`src/rtl/ssg_pkg.sv`:
```
package ssg_pkg;

	localparam int DIMS_DEF   = 16;
	localparam int DIR_BITS   = 32;
	localparam int FRAC_W     = 24;
	localparam int FRAC_SHIFT = 8;
	localparam int MAX_OUT    = 16;

	localparam logic [1:0] OP_LOAD_DIR = 2'd0;
	localparam logic [1:0] OP_LOAD_SCR = 2'd1;
	localparam logic [1:0] OP_JUMP     = 2'd2;
	localparam logic [1:0] OP_NEXT     = 2'd3;

	localparam logic [30:0] POS_MAX = 31'h7fff_ffff;

	typedef struct packed {
		logic cnt_clr;
		logic cnt_inc;
		logic clr;
		logic wr_dir;
		logic wr_scr;
		logic cap_jump;
		logic jump_one;
		logic cap_next;
		logic calc_tz;
		logic walk;
		logic step;
		logic emit;
		logic emit_err;
	} ssg_cmd_t;

	typedef struct packed {
		logic pos_zero;
		logic started;
		logic at_max;
		logic cnt_end_all;
		logic cnt_end_dims;
		logic cnt_end_emit;
		logic can_issue;
		logic pipe_busy;
	} ssg_stat_t;

endpackage

```
`src/rtl/ssg_apb.sv`:
```
module ssg_apb (
	input  logic        clk,
	input  logic        arst_n,
	input  logic        psel,
	input  logic        penable,
	input  logic        pwrite,
	input  logic [2:0]  paddr,
	input  logic [31:0] pwdata,
	output logic [31:0] prdata,
	output logic        pready,
	output logic [4:0]  active_dims
);
	import ssg_pkg::*;

	localparam logic REG_ACTIVE_DIMS = 1'b0;

	logic [4:0] active_dims_q;
	logic       hit;

	assign hit    = (paddr[2] == REG_ACTIVE_DIMS);
	assign pready = 1'b1;

	always_ff @(posedge clk or negedge arst_n) begin
		if (!arst_n) begin
			active_dims_q <= 5'd1;
		end else if (psel && penable && pwrite && pready && hit) begin
			active_dims_q <= pwdata[4:0];
		end
	end

	assign prdata      = hit ? {27'd0, active_dims_q} : 32'd0;
	assign active_dims = active_dims_q;

endmodule

```
`config.mk`:
```
export PLATFORM = sky130hd
export DESIGN_NAME = ssg_apb
export DESIGN_NICKNAME = d
export VERILOG_FILES = /design/src/rtl/ssg_pkg.sv /design/src/rtl/ssg_apb.sv
export SDC_FILE = /design/constraint.sdc
export NUM_CORES = 1
export LEC_CHECK = 0
export ABC_CLOCK_PERIOD_IN_PS = 900
export BUFFER_PORTS_ARGS = -buffer_cell sky130_fd_sc_hd__buf_2
export CAP_MARGIN = 25
export CORE_MARGIN = 5
export CORE_UTILIZATION = 27
export CTS_CLUSTER_SIZE = 12
export DETAILED_ROUTE_END_ITERATION = 7
export GPL_TIMING_DRIVEN = 0
export PLACE_DENSITY_LB_ADDON = 0.2
export SETUP_SLACK_MARGIN = 0.2
export SYNTH_ARGS = -nofsm -noshare
export SYNTH_HDL_FRONTEND = slang
export SYNTH_SLANG_ARGS = --single-unit
```
`constraint.sdc`:
```
create_clock -name clk -period 0.9 [get_ports clk]
set_input_delay 0.18 -clock clk [delete_from_list [all_inputs] [get_ports clk]]
set_output_delay 0.18 -clock clk [all_outputs]
set_load 0.02 [all_outputs]
```
==> results by group <==
STA
  • Max Slew Vio Count: 0
  • Clk_skew: 0 ps
  • Tmin final: 1190 ps
  • Tcrit/Tclk final: 1.33
  • RSZ-0062 raised after global routing: true
  • Worst setup margin: -294 ps
  • Hold Vio Cnt, Final: 0
  • Achievable Freq: 837 MHz
  • Final setup TNS: -2330 ps
  • Setup violations, final: 12

Floorplanning
  • Io pins: 78
  • Core area: 1690 um2
  • Die Y: around 52 um
  • Starting density of the core: 0.277
  • Die area: 2670 um2
  • Die width: 51.6 um
  • Cell Rows: 15

Routing
  • Post-DRT Antenna Nets: 0
  • M1 wire length: 356 um
  • Met3 wire len: 171 um
  • Drt first pass iters: 4
  • DRT iter0 DRCs: 1
  • DR vias: 400
  • DR vias/cell: roughly 3.3
  • Max layer used: met4
  • Avg WL per Cell: 8.59 um
  • Routed WL: just over 1000 um
  • DR WL met2: 491 um
  • DRC viols: 0

GRT
  • Initial antenna violation count: 0
  • Gr ovfl total: 0
  • Largest net degree at the start of global routing: 7
  • Tot GR Track Use: 0.0835
  • Number of global-route vias before repair: 395
  • First-pass GRT wire length: 1610 um

Worst setup path
  • Worst reg-to-reg path cell count: 3
  • Critical path class: flip-flop to primary output
  • WP buf/inv: 1
  • CP cell instances: and2b_2 -> buf_6
  • Crit-path max FO: 2
  • CP required: 720 ps
  • Reg2reg end: active_dims[3]
  • Crit-path max cell delay: between 500 and 600 ps
  • Critical path launch point type: flip-flop
  • CP top delay family: flip-flops
  • Worst reg2reg setup slack: -80 ps
  • Crit-path slowest cell: dfstp_2
  • Critical path endpoint category: primary output
  • Reg-to-Reg Start: active_dims[3]
  • Crit path arrival time: 1010 ps

Cells and area
  • P&R area growth vs syn: 89.3%
  • Most frequent cells in the layout: buf_4, conb_1, buf_6
  • Sequential Area: 131 um2
  • Filler Cell Count: 173
  • Max FFs per register: 5
  • Layout Cells excl Fill: ~120
  • Inserted Diodes: 0
  • Commonest non-fill, non-tap cell in the layout: buf_4
  • Nets: 145
  • Share of layout cells above drive strength 1: 0.721
  • Multi-input gate area: 248 um2

Synthesis
  • Syn. warnings: 0
  • Top cells by area, synth: buf_4, dfrtp_1, mux2_2, and2b_2, dfstp_2
  • Sequential-to-total area share from yosys stat: 0.270
  • Yosys top cell by area: buf_4
  • Synth Instances: 46
  • Distinct cells, synth: 7
  • Share of the synthesized area in the top cell type: 0.449
  • Syn avg cell area: 10.2 um2
  • Synthesized flop and latch total: 5
  • Synth Cell Area: 468 um2

Run
  • Max-Cap Viols: 0

Power and ir drop
  • Pwr Density: 1560 nW/um2
  • Max IR drop VDD: 0.653 mV
  • P_leak: 0.000548 uW

Clocking
  • CTS max path bufs: 2
  • CTS tree: built
  • Total clock sinks: 5
  • Clk root buf: clkbuf_4
  • H-tree depth reported by CTS: 1
  • Clock buffer count from CTS: 3
  • Clk slew on worst S/H paths: 50 ps
  • Worst-skew pair later-pin latency: 250 ps

Placement
  • Placer Congestion: 0.660
  • Post-placement cell count: 109
  • Dpl ws: -98.3 ps
  • I/O Buffers: 20

Outcome
  • Status: finished, violations left
  • Failing checks: setup timing

Hold path
  • Worst hold stages: 2
  • Min-Delay Path Class: input port to flip-flop
  • Worst Hold End: active_dims[2]
  • Hold path start: pwdata[2]
## worst reg2reg max path: stages (launching register included)
cell and delay, ps:
dfrtp_2 400, buf_6 120, buf_6 100, mux2_4 240
## routing by layer
metal  vias to the layer above  GRT usage
met5                         -          0
met4                         0     0.0524
met3                         2     0.0487
met2                        30      0.129
met1                       162     0.0857
li1                        206          -
## metrics by stage
| stage | hold WS [ps] | power, uW | cell area (um2) | utilization |
|---|---|---|---|---|
| 6_report | 159 | 1380 | 886 | 0.524 |
| 5_1_grt | 143 | 1470 | 886 | 0.524 |
| 4_1_cts | 150 | 1400 | 886 | 0.524 |
| 3_5_place_dp | -5.17 | 846 | 703 | 0.416 |
| 3_3_place_gp | -5.87 | 841 | 703 | 0.416 |
| 2_1_floorplan | -116 | 720 | 582 | - |
## cell type report
| class | count | share of cell area |
|---|---|---|
| flip-flops and latches | 5 | 0.148 |
| well taps | 17 | 0.0240 |
| clock buffers | 3 | 0.0254 |
| clock inverters | 1 | 0.00565 |
| plain buffers | 28 | 0.237 |
| repair buffers | 28 | 0.280 |
| multi-input cells | 39 | 0.280 |
## report_power, final
group	leakage, uW	switching (uW)	internal [uW]	total (uW)
combinational	0.000476	346	456	803
sequential	0.0000542	29.4	289	319
clock	0.0000177	98.8	161	260
## Yosys cell counts
cell	n
mux2_2	5
buf_4	28
dfrtp_1	4
dfstp_2	1
nand4b_4	1
conb_1	2
and2b_2	5
## cell families (layout without fill, tap and decap cells)
logic type | count (synthesis) | after routing | share of synthesized area
buffers and inverters | 28 | 60 | 0.449
other | 2 | 28 | 0.0160
flip-flops | 5 | 5 | 0.270
multiplexers | 5 | 5 | 0.120
AND/OR/NAND/NOR | 6 | 6 | 0.144
## how the worst max path moves through the flow
stage	start	end	slack, ps	depth (start not counted)
final	active_dims[0]	prdata[0]	-290	2
after global routing	active_dims[0]	prdata[0]	-330	2
after CTS	active_dims[0]	prdata[0]	-310	2
after detailed placement	paddr[2]	active_dims[3]	-100	3
after global placement	paddr[2]	active_dims[2]	-90	3
after floorplan	active_dims[0]	prdata[0]	-60	1
## repair_timing
item,CTS,global route
hold buffers,1,0
hold endpoints to repair,5,0
endpoints found under the setup margin,15,15
resized for setup,28,0
pin swaps,0,0
buffers inserted,7,0
No activity file was read; power rests on OpenSTA's default activity.
