File: config.mk
export PLATFORM = sky130hd
export DESIGN_NAME = ssg_ctrl
export DESIGN_NICKNAME = d
export VERILOG_FILES = /design/src/rtl/ssg_pkg.sv /design/src/rtl/ssg_ctrl.sv
export SDC_FILE = /design/constraint.sdc
export NUM_CORES = 1
export LEC_CHECK = 0
export BUFFER_PORTS_ARGS = -buffer_cell sky130_fd_sc_hd__buf_4
export CAP_MARGIN = 10
export CELL_PAD_IN_SITES_DETAIL_PLACEMENT = 0
export CELL_PAD_IN_SITES_GLOBAL_PLACEMENT = 1
export CORE_UTILIZATION = 24
export CTS_CLUSTER_DIAMETER = 120
export DETAILED_ROUTE_END_ITERATION = 8
export PLACE_DENSITY = 0.78
export SYNTH_ARGS = -nofsm -noshare
export SYNTH_HDL_FRONTEND = slang
export SYNTH_SLANG_ARGS = --single-unit
export TNS_END_PERCENT = 100
File: constraint.sdc
create_clock -name clk -period 1.9 [get_ports clk]
set_clock_uncertainty 0.2 [all_clocks]
set_input_delay 0.095 -clock clk [delete_from_list [all_inputs] [get_ports clk]]
set_output_delay 0.095 -clock clk [all_outputs]
set_load 0.05 [all_outputs]
File: src/rtl/ssg_pkg.sv
package ssg_pkg;

	localparam int DIMS_DEF   = 16;
	localparam int DIR_BITS   = 32;
	localparam int FRAC_W     = 24;
	localparam int FRAC_SHIFT = 8;
	localparam int MAX_OUT    = 16;

	localparam logic [1:0] OP_LOAD_DIR = 2'd0;
	localparam logic [1:0] OP_LOAD_SCR = 2'd1;
	localparam logic [1:0] OP_JUMP     = 2'd2;
	localparam logic [1:0] OP_NEXT     = 2'd3;

	localparam logic [30:0] POS_MAX = 31'h7fff_ffff;

	typedef struct packed {
		logic cnt_clr;
		logic cnt_inc;
		logic clr;
		logic wr_dir;
		logic wr_scr;
		logic cap_jump;
		logic jump_one;
		logic cap_next;
		logic calc_tz;
		logic walk;
		logic step;
		logic emit;
		logic emit_err;
	} ssg_cmd_t;

	typedef struct packed {
		logic pos_zero;
		logic started;
		logic at_max;
		logic cnt_end_all;
		logic cnt_end_dims;
		logic cnt_end_emit;
		logic can_issue;
		logic pipe_busy;
	} ssg_stat_t;

endpackage

File: src/rtl/ssg_ctrl.sv
module ssg_ctrl (
	input  logic               clk,
	input  logic               arst_n,
	input  logic               s_tvalid,
	input  logic [1:0]         op,
	output logic               s_tready,
	input  ssg_pkg::ssg_stat_t st,
	output ssg_pkg::ssg_cmd_t  cmd
);
	import ssg_pkg::*;

	localparam logic [3:0] ST_CLR   = 4'd0;
	localparam logic [3:0] ST_IDLE  = 4'd1;
	localparam logic [3:0] ST_JWALK = 4'd2;
	localparam logic [3:0] ST_NTZ   = 4'd3;
	localparam logic [3:0] ST_NRUN  = 4'd4;
	localparam logic [3:0] ST_DRAIN = 4'd5;
	localparam logic [3:0] ST_EMIT  = 4'd6;
	localparam logic [3:0] ST_ERR   = 4'd7;

	logic [3:0] state_q;
	logic [3:0] state_n;
	logic       accept;

	assign s_tready = (state_q == ST_IDLE) && !st.pipe_busy;
	assign accept   = s_tvalid && s_tready;

	always_comb begin
		cmd     = '0;
		state_n = state_q;
		case (state_q)
			ST_CLR: begin
				cmd.clr = 1'b1;
				if (st.cnt_end_all) begin
					cmd.cnt_clr = 1'b1;
					state_n     = ST_IDLE;
				end else begin
					cmd.cnt_inc = 1'b1;
				end
			end
			ST_IDLE: begin
				if (accept) begin
					case (op)
						OP_LOAD_DIR: cmd.wr_dir = 1'b1;
						OP_LOAD_SCR: cmd.wr_scr = 1'b1;
						OP_JUMP: begin
							if (st.pos_zero) begin
								state_n = ST_ERR;
							end else begin
								cmd.cap_jump = 1'b1;
								state_n      = ST_JWALK;
							end
						end
						OP_NEXT: begin
							if (!st.started) begin
								cmd.cap_jump = 1'b1;
								cmd.jump_one = 1'b1;
								state_n      = ST_JWALK;
							end else if (st.at_max) begin
								state_n = ST_ERR;
							end else begin
								cmd.cap_next = 1'b1;
								state_n      = ST_NTZ;
							end
						end
						default: state_n = ST_IDLE;
					endcase
				end
			end
			ST_JWALK: begin
				cmd.walk = 1'b1;
				if (st.cnt_end_all) begin
					cmd.cnt_clr = 1'b1;
					state_n     = ST_DRAIN;
				end else begin
					cmd.cnt_inc = 1'b1;
				end
			end
			ST_NTZ: begin
				cmd.calc_tz = 1'b1;
				state_n     = ST_NRUN;
			end
			ST_NRUN: begin
				cmd.step = 1'b1;
				if (st.cnt_end_dims) begin
					cmd.cnt_clr = 1'b1;
					state_n     = ST_DRAIN;
				end else begin
					cmd.cnt_inc = 1'b1;
				end
			end
			ST_DRAIN: state_n = ST_EMIT;
			ST_EMIT: begin
				cmd.emit = 1'b1;
				if (st.can_issue) begin
					if (st.cnt_end_emit) begin
						cmd.cnt_clr = 1'b1;
						state_n     = ST_IDLE;
					end else begin
						cmd.cnt_inc = 1'b1;
					end
				end
			end
			ST_ERR: begin
				cmd.emit_err = 1'b1;
				if (st.can_issue) begin
					state_n = ST_IDLE;
				end
			end
			default: state_n = ST_IDLE;
		endcase
	end

	always_ff @(posedge clk or negedge arst_n) begin
		if (!arst_n) begin
			state_q <= ST_CLR;
		end else begin
			state_q <= state_n;
		end
	end

endmodule

==> metrics.md <==
| Metric | Value |
|---|---|
| H-tree depth | `1` |
| Pleak | `0.384 nW` |
| DRC | `0` |
| Setup TNS | `-0.227 ns` |
| Final Net Count | `101` |
| Drt total wl | `between 1 and 1.5 mm` |
| Most flop-heavy register | `state_q` |
| Pins Over Slew Limit | `0` |
| TritonCTS buffer count | `3` |
| Distinct cells, synth | `29` |
| Status | `complete, but fails checks` |
| Hold Crit Depth | `3` |
| Setup crit end kind | `primary output` |
| Layout cells sized above 1 | `0.609` |
| GR Overflow Total | `0` |
| Flops & latches, synth | `3` |
| Yosys warning count | `0` |
| Dpl ws | `roughly 0.071 ns` |
| HP Class | `in -> reg` |
| Worst EP required | `1.60 ns` |
| Synth cell count leaders | `nand2_1 (5), nor2_1 (4), o21ai_0 (4)` |
| Post-DP HPWL | `840 um` |
| Clk sink count | `3` |
| Vias after detailed routing | `528` |
| Slowest CP cell | `or3b_4` |
| CP delay by family, top | `simple AND/OR/NAND/NOR gates` |
| Top-Level Pins | `27` |
| FILL cells | `133` |
| PnR worst setup slack | `-0.0911 ns` |
| Number of DRC markers in iteration 0 | `9` |
| R2R depth | `6` |
| CTS tree | `yes` |
| Startpoint Class | `flip-flop` |
| Stages on the worst setup path | `5` |
| Top-count cell post-synth | `nand2_1` |
| Sequential fraction of the synthesis area | `0.206` |
| Critical path's largest stage delay | `0.42 ns` |
| Number of flops mapped to enable cells by yosys | `0` |
| Final Hold Viols | `0` |
| Crit. Startpoint | `state_q[1]` |
| Die X | `between 40 and 50 um` |
| Crit Reg-Reg Startpoint | `state_q[2]` |
| GPL Wtd Cong | `0.722` |
| Failing checks | `setup timing` |
| WP buf/inv | `1` |
| Row cnt | `13` |
| Total power | `between 1 and 1.5 mW` |
| PwrDens | `1580 nW/um2` |
| Max cap viols | `0` |
| Area of the die | `approximately 1700 um2` |
| Mapped Area | `364 um2` |
| Largest registers | `state_q x3` |
| Core Box Area | `1350 um2` |
| Vias/cell | `between 5 and 6` |
| First-pass GRT wire length | `~2.0 mm` |
| Top post-synthesis cells by area | `dfrtp_1 (21%), a21boi_0 (6.2%), nor3b_1 (6.2%)` |
| Rel. slew slack | `0.805` |
| Share of the synthesized area in the top cell type | `0.206` |
| Setup violators final | `5` |
| Starting Density | `0.270` |
| Critical path fanouts, max | `2` |
| RSZ-0062 raised after global routing | `true` |
| Cell breakdown of the critical path | `or3b_4, nor2_4, nand4_1, nor3b_4, buf_6` |
| Primary FF master, synth | `dfrtp_1` |
| Worst Hold Margin | `0.0536 ns` |
| Area leader, netlist | `dfrtp_1` |
| Routed len/inst | `13.2 um` |
| Final Util | `0.611` |
| Ys async rst share | `1.00` |
| Largest net degree at the start of global routing | `14` |
| Initial antenna violation count | `0` |
| Buffers added on ports | `26` |
| Origin of the worst min-delay path | `st[1]` |
| DRT antenna net count | `0` |
| CP arrival | `~1.7 ns` |
| Clock root buffer | `clkbuf_4` |
| Clk pin slew, worst setup/hold paths | `0.04 ns` |
| Part of the cycle the worst path needs | `1.05` |
| Max rail drop VDD | `about 1100 uV` |
| Tmin final | `approximately 2 ns` |
| WS Path Type | `reg -> out` |
| Vias in the first global route | `441` |
| Post-Syn Nets | `63` |
| Count of mapped cells out of synthesis | `50` |
| P&R area growth vs syn | `126%` |
| Clock Latency Late Sink | `0.24 ns` |
| Die Y | `slightly above 40 um` |
| Highest Clock Rate | `502 MHz` |
| Syn Area/Cell | `7.28 um2` |
| Slew at the pin closest to its max-slew limit | `slightly below 0.3 ns` |
| Pre-antenna DRT Iters | `4` |
| Longest Clk Path Bufs | `2` |
| Max FFs per register | `3` |
| Gr usage total | `0.192` |
| Ant diodes | `0` |
-- tightest hold or removal path, stage by stage --
cell and delay, ns:
buf_4 0.12, o211ai_1 0.09, a32o_1 0.14
-- stage by stage --
step / cell area (um2) / instances
6_report: 825 / 102
5_1_grt: 825 / 102
4_1_cts: 830 / 103
3_5_place_dp: 671 / 91
3_3_place_gp: 671 / 91
2_1_floorplan: 437 / 50
-- cells by family after synthesis --
group	synth area share
AOI/OAI and AO/OA	0.292
buffers and inverters	0.0722
DFF	0.206
muxes	0.0275
and+or+nand+nor	0.402
-- worst paths after layout --
check,to,slack [ns]
setup / recovery,cmd[5],-0.09
hold / removal,state_q[2],0.05
setup reg to reg,state_q[2],0.09
hold reg to reg,state_q[1],0.47
max in group asynchronous,state_q[2],0.75
min in group asynchronous,state_q[1],0.57
-- report_power, final --
group          internal, mW  total [mW]  leakage (nW)  switching [mW]
sequential           0.0970       0.116        0.0343          0.0191
clock                0.0790       0.117        0.0150          0.0383
combinational         0.444        1.07         0.334           0.624
total                 0.620        1.30         0.384           0.682
-- layout make-up --
| cell class | instances | area (um2) | share of cell area |
|---|---|---|---|
| Multi-Input combinational cell | 41 | 373 | 0.452 |
| Timing Repair Buffer | 37 | 324 | 0.393 |
| Clock buffer | 4 | 26.3 | 0.0319 |
| Tap cell | 15 | 18.8 | 0.0228 |
| Sequential cell | 3 | 75.1 | 0.0910 |
| Inverter | 2 | 7.51 | 0.00910 |
-- layout by cell type, fill, tap and decap left out, drive strengths merged, types with 2 or more instances in the layout --
master,n
buf,35
a21boi,3
dfrtp,3
inv,2
nor2,5
dlygate4sd3,2
nand2,5
o21ai,4
clkbuf,4
o31ai,2
nor3,2
nor3b,4
-- layer usage --
layer,part of all wire,track usage
met2,0.51,0.332
met1,0.41,0.209
met4,0.0059,0.100
met3,0.075,0.0543
met5,0,0
-- what timing repair did --
action / 4_1_cts / 5_1_grt
endpoints found under the hold margin: 3 / 0
endpoints found under the setup margin: 7 / 7
hold buffers: 2 / 0
resized for setup: 15 / 3
pin swaps: 5 / 4
buffers inserted: 6 / 0
Power figures use the tool's default switching activity.
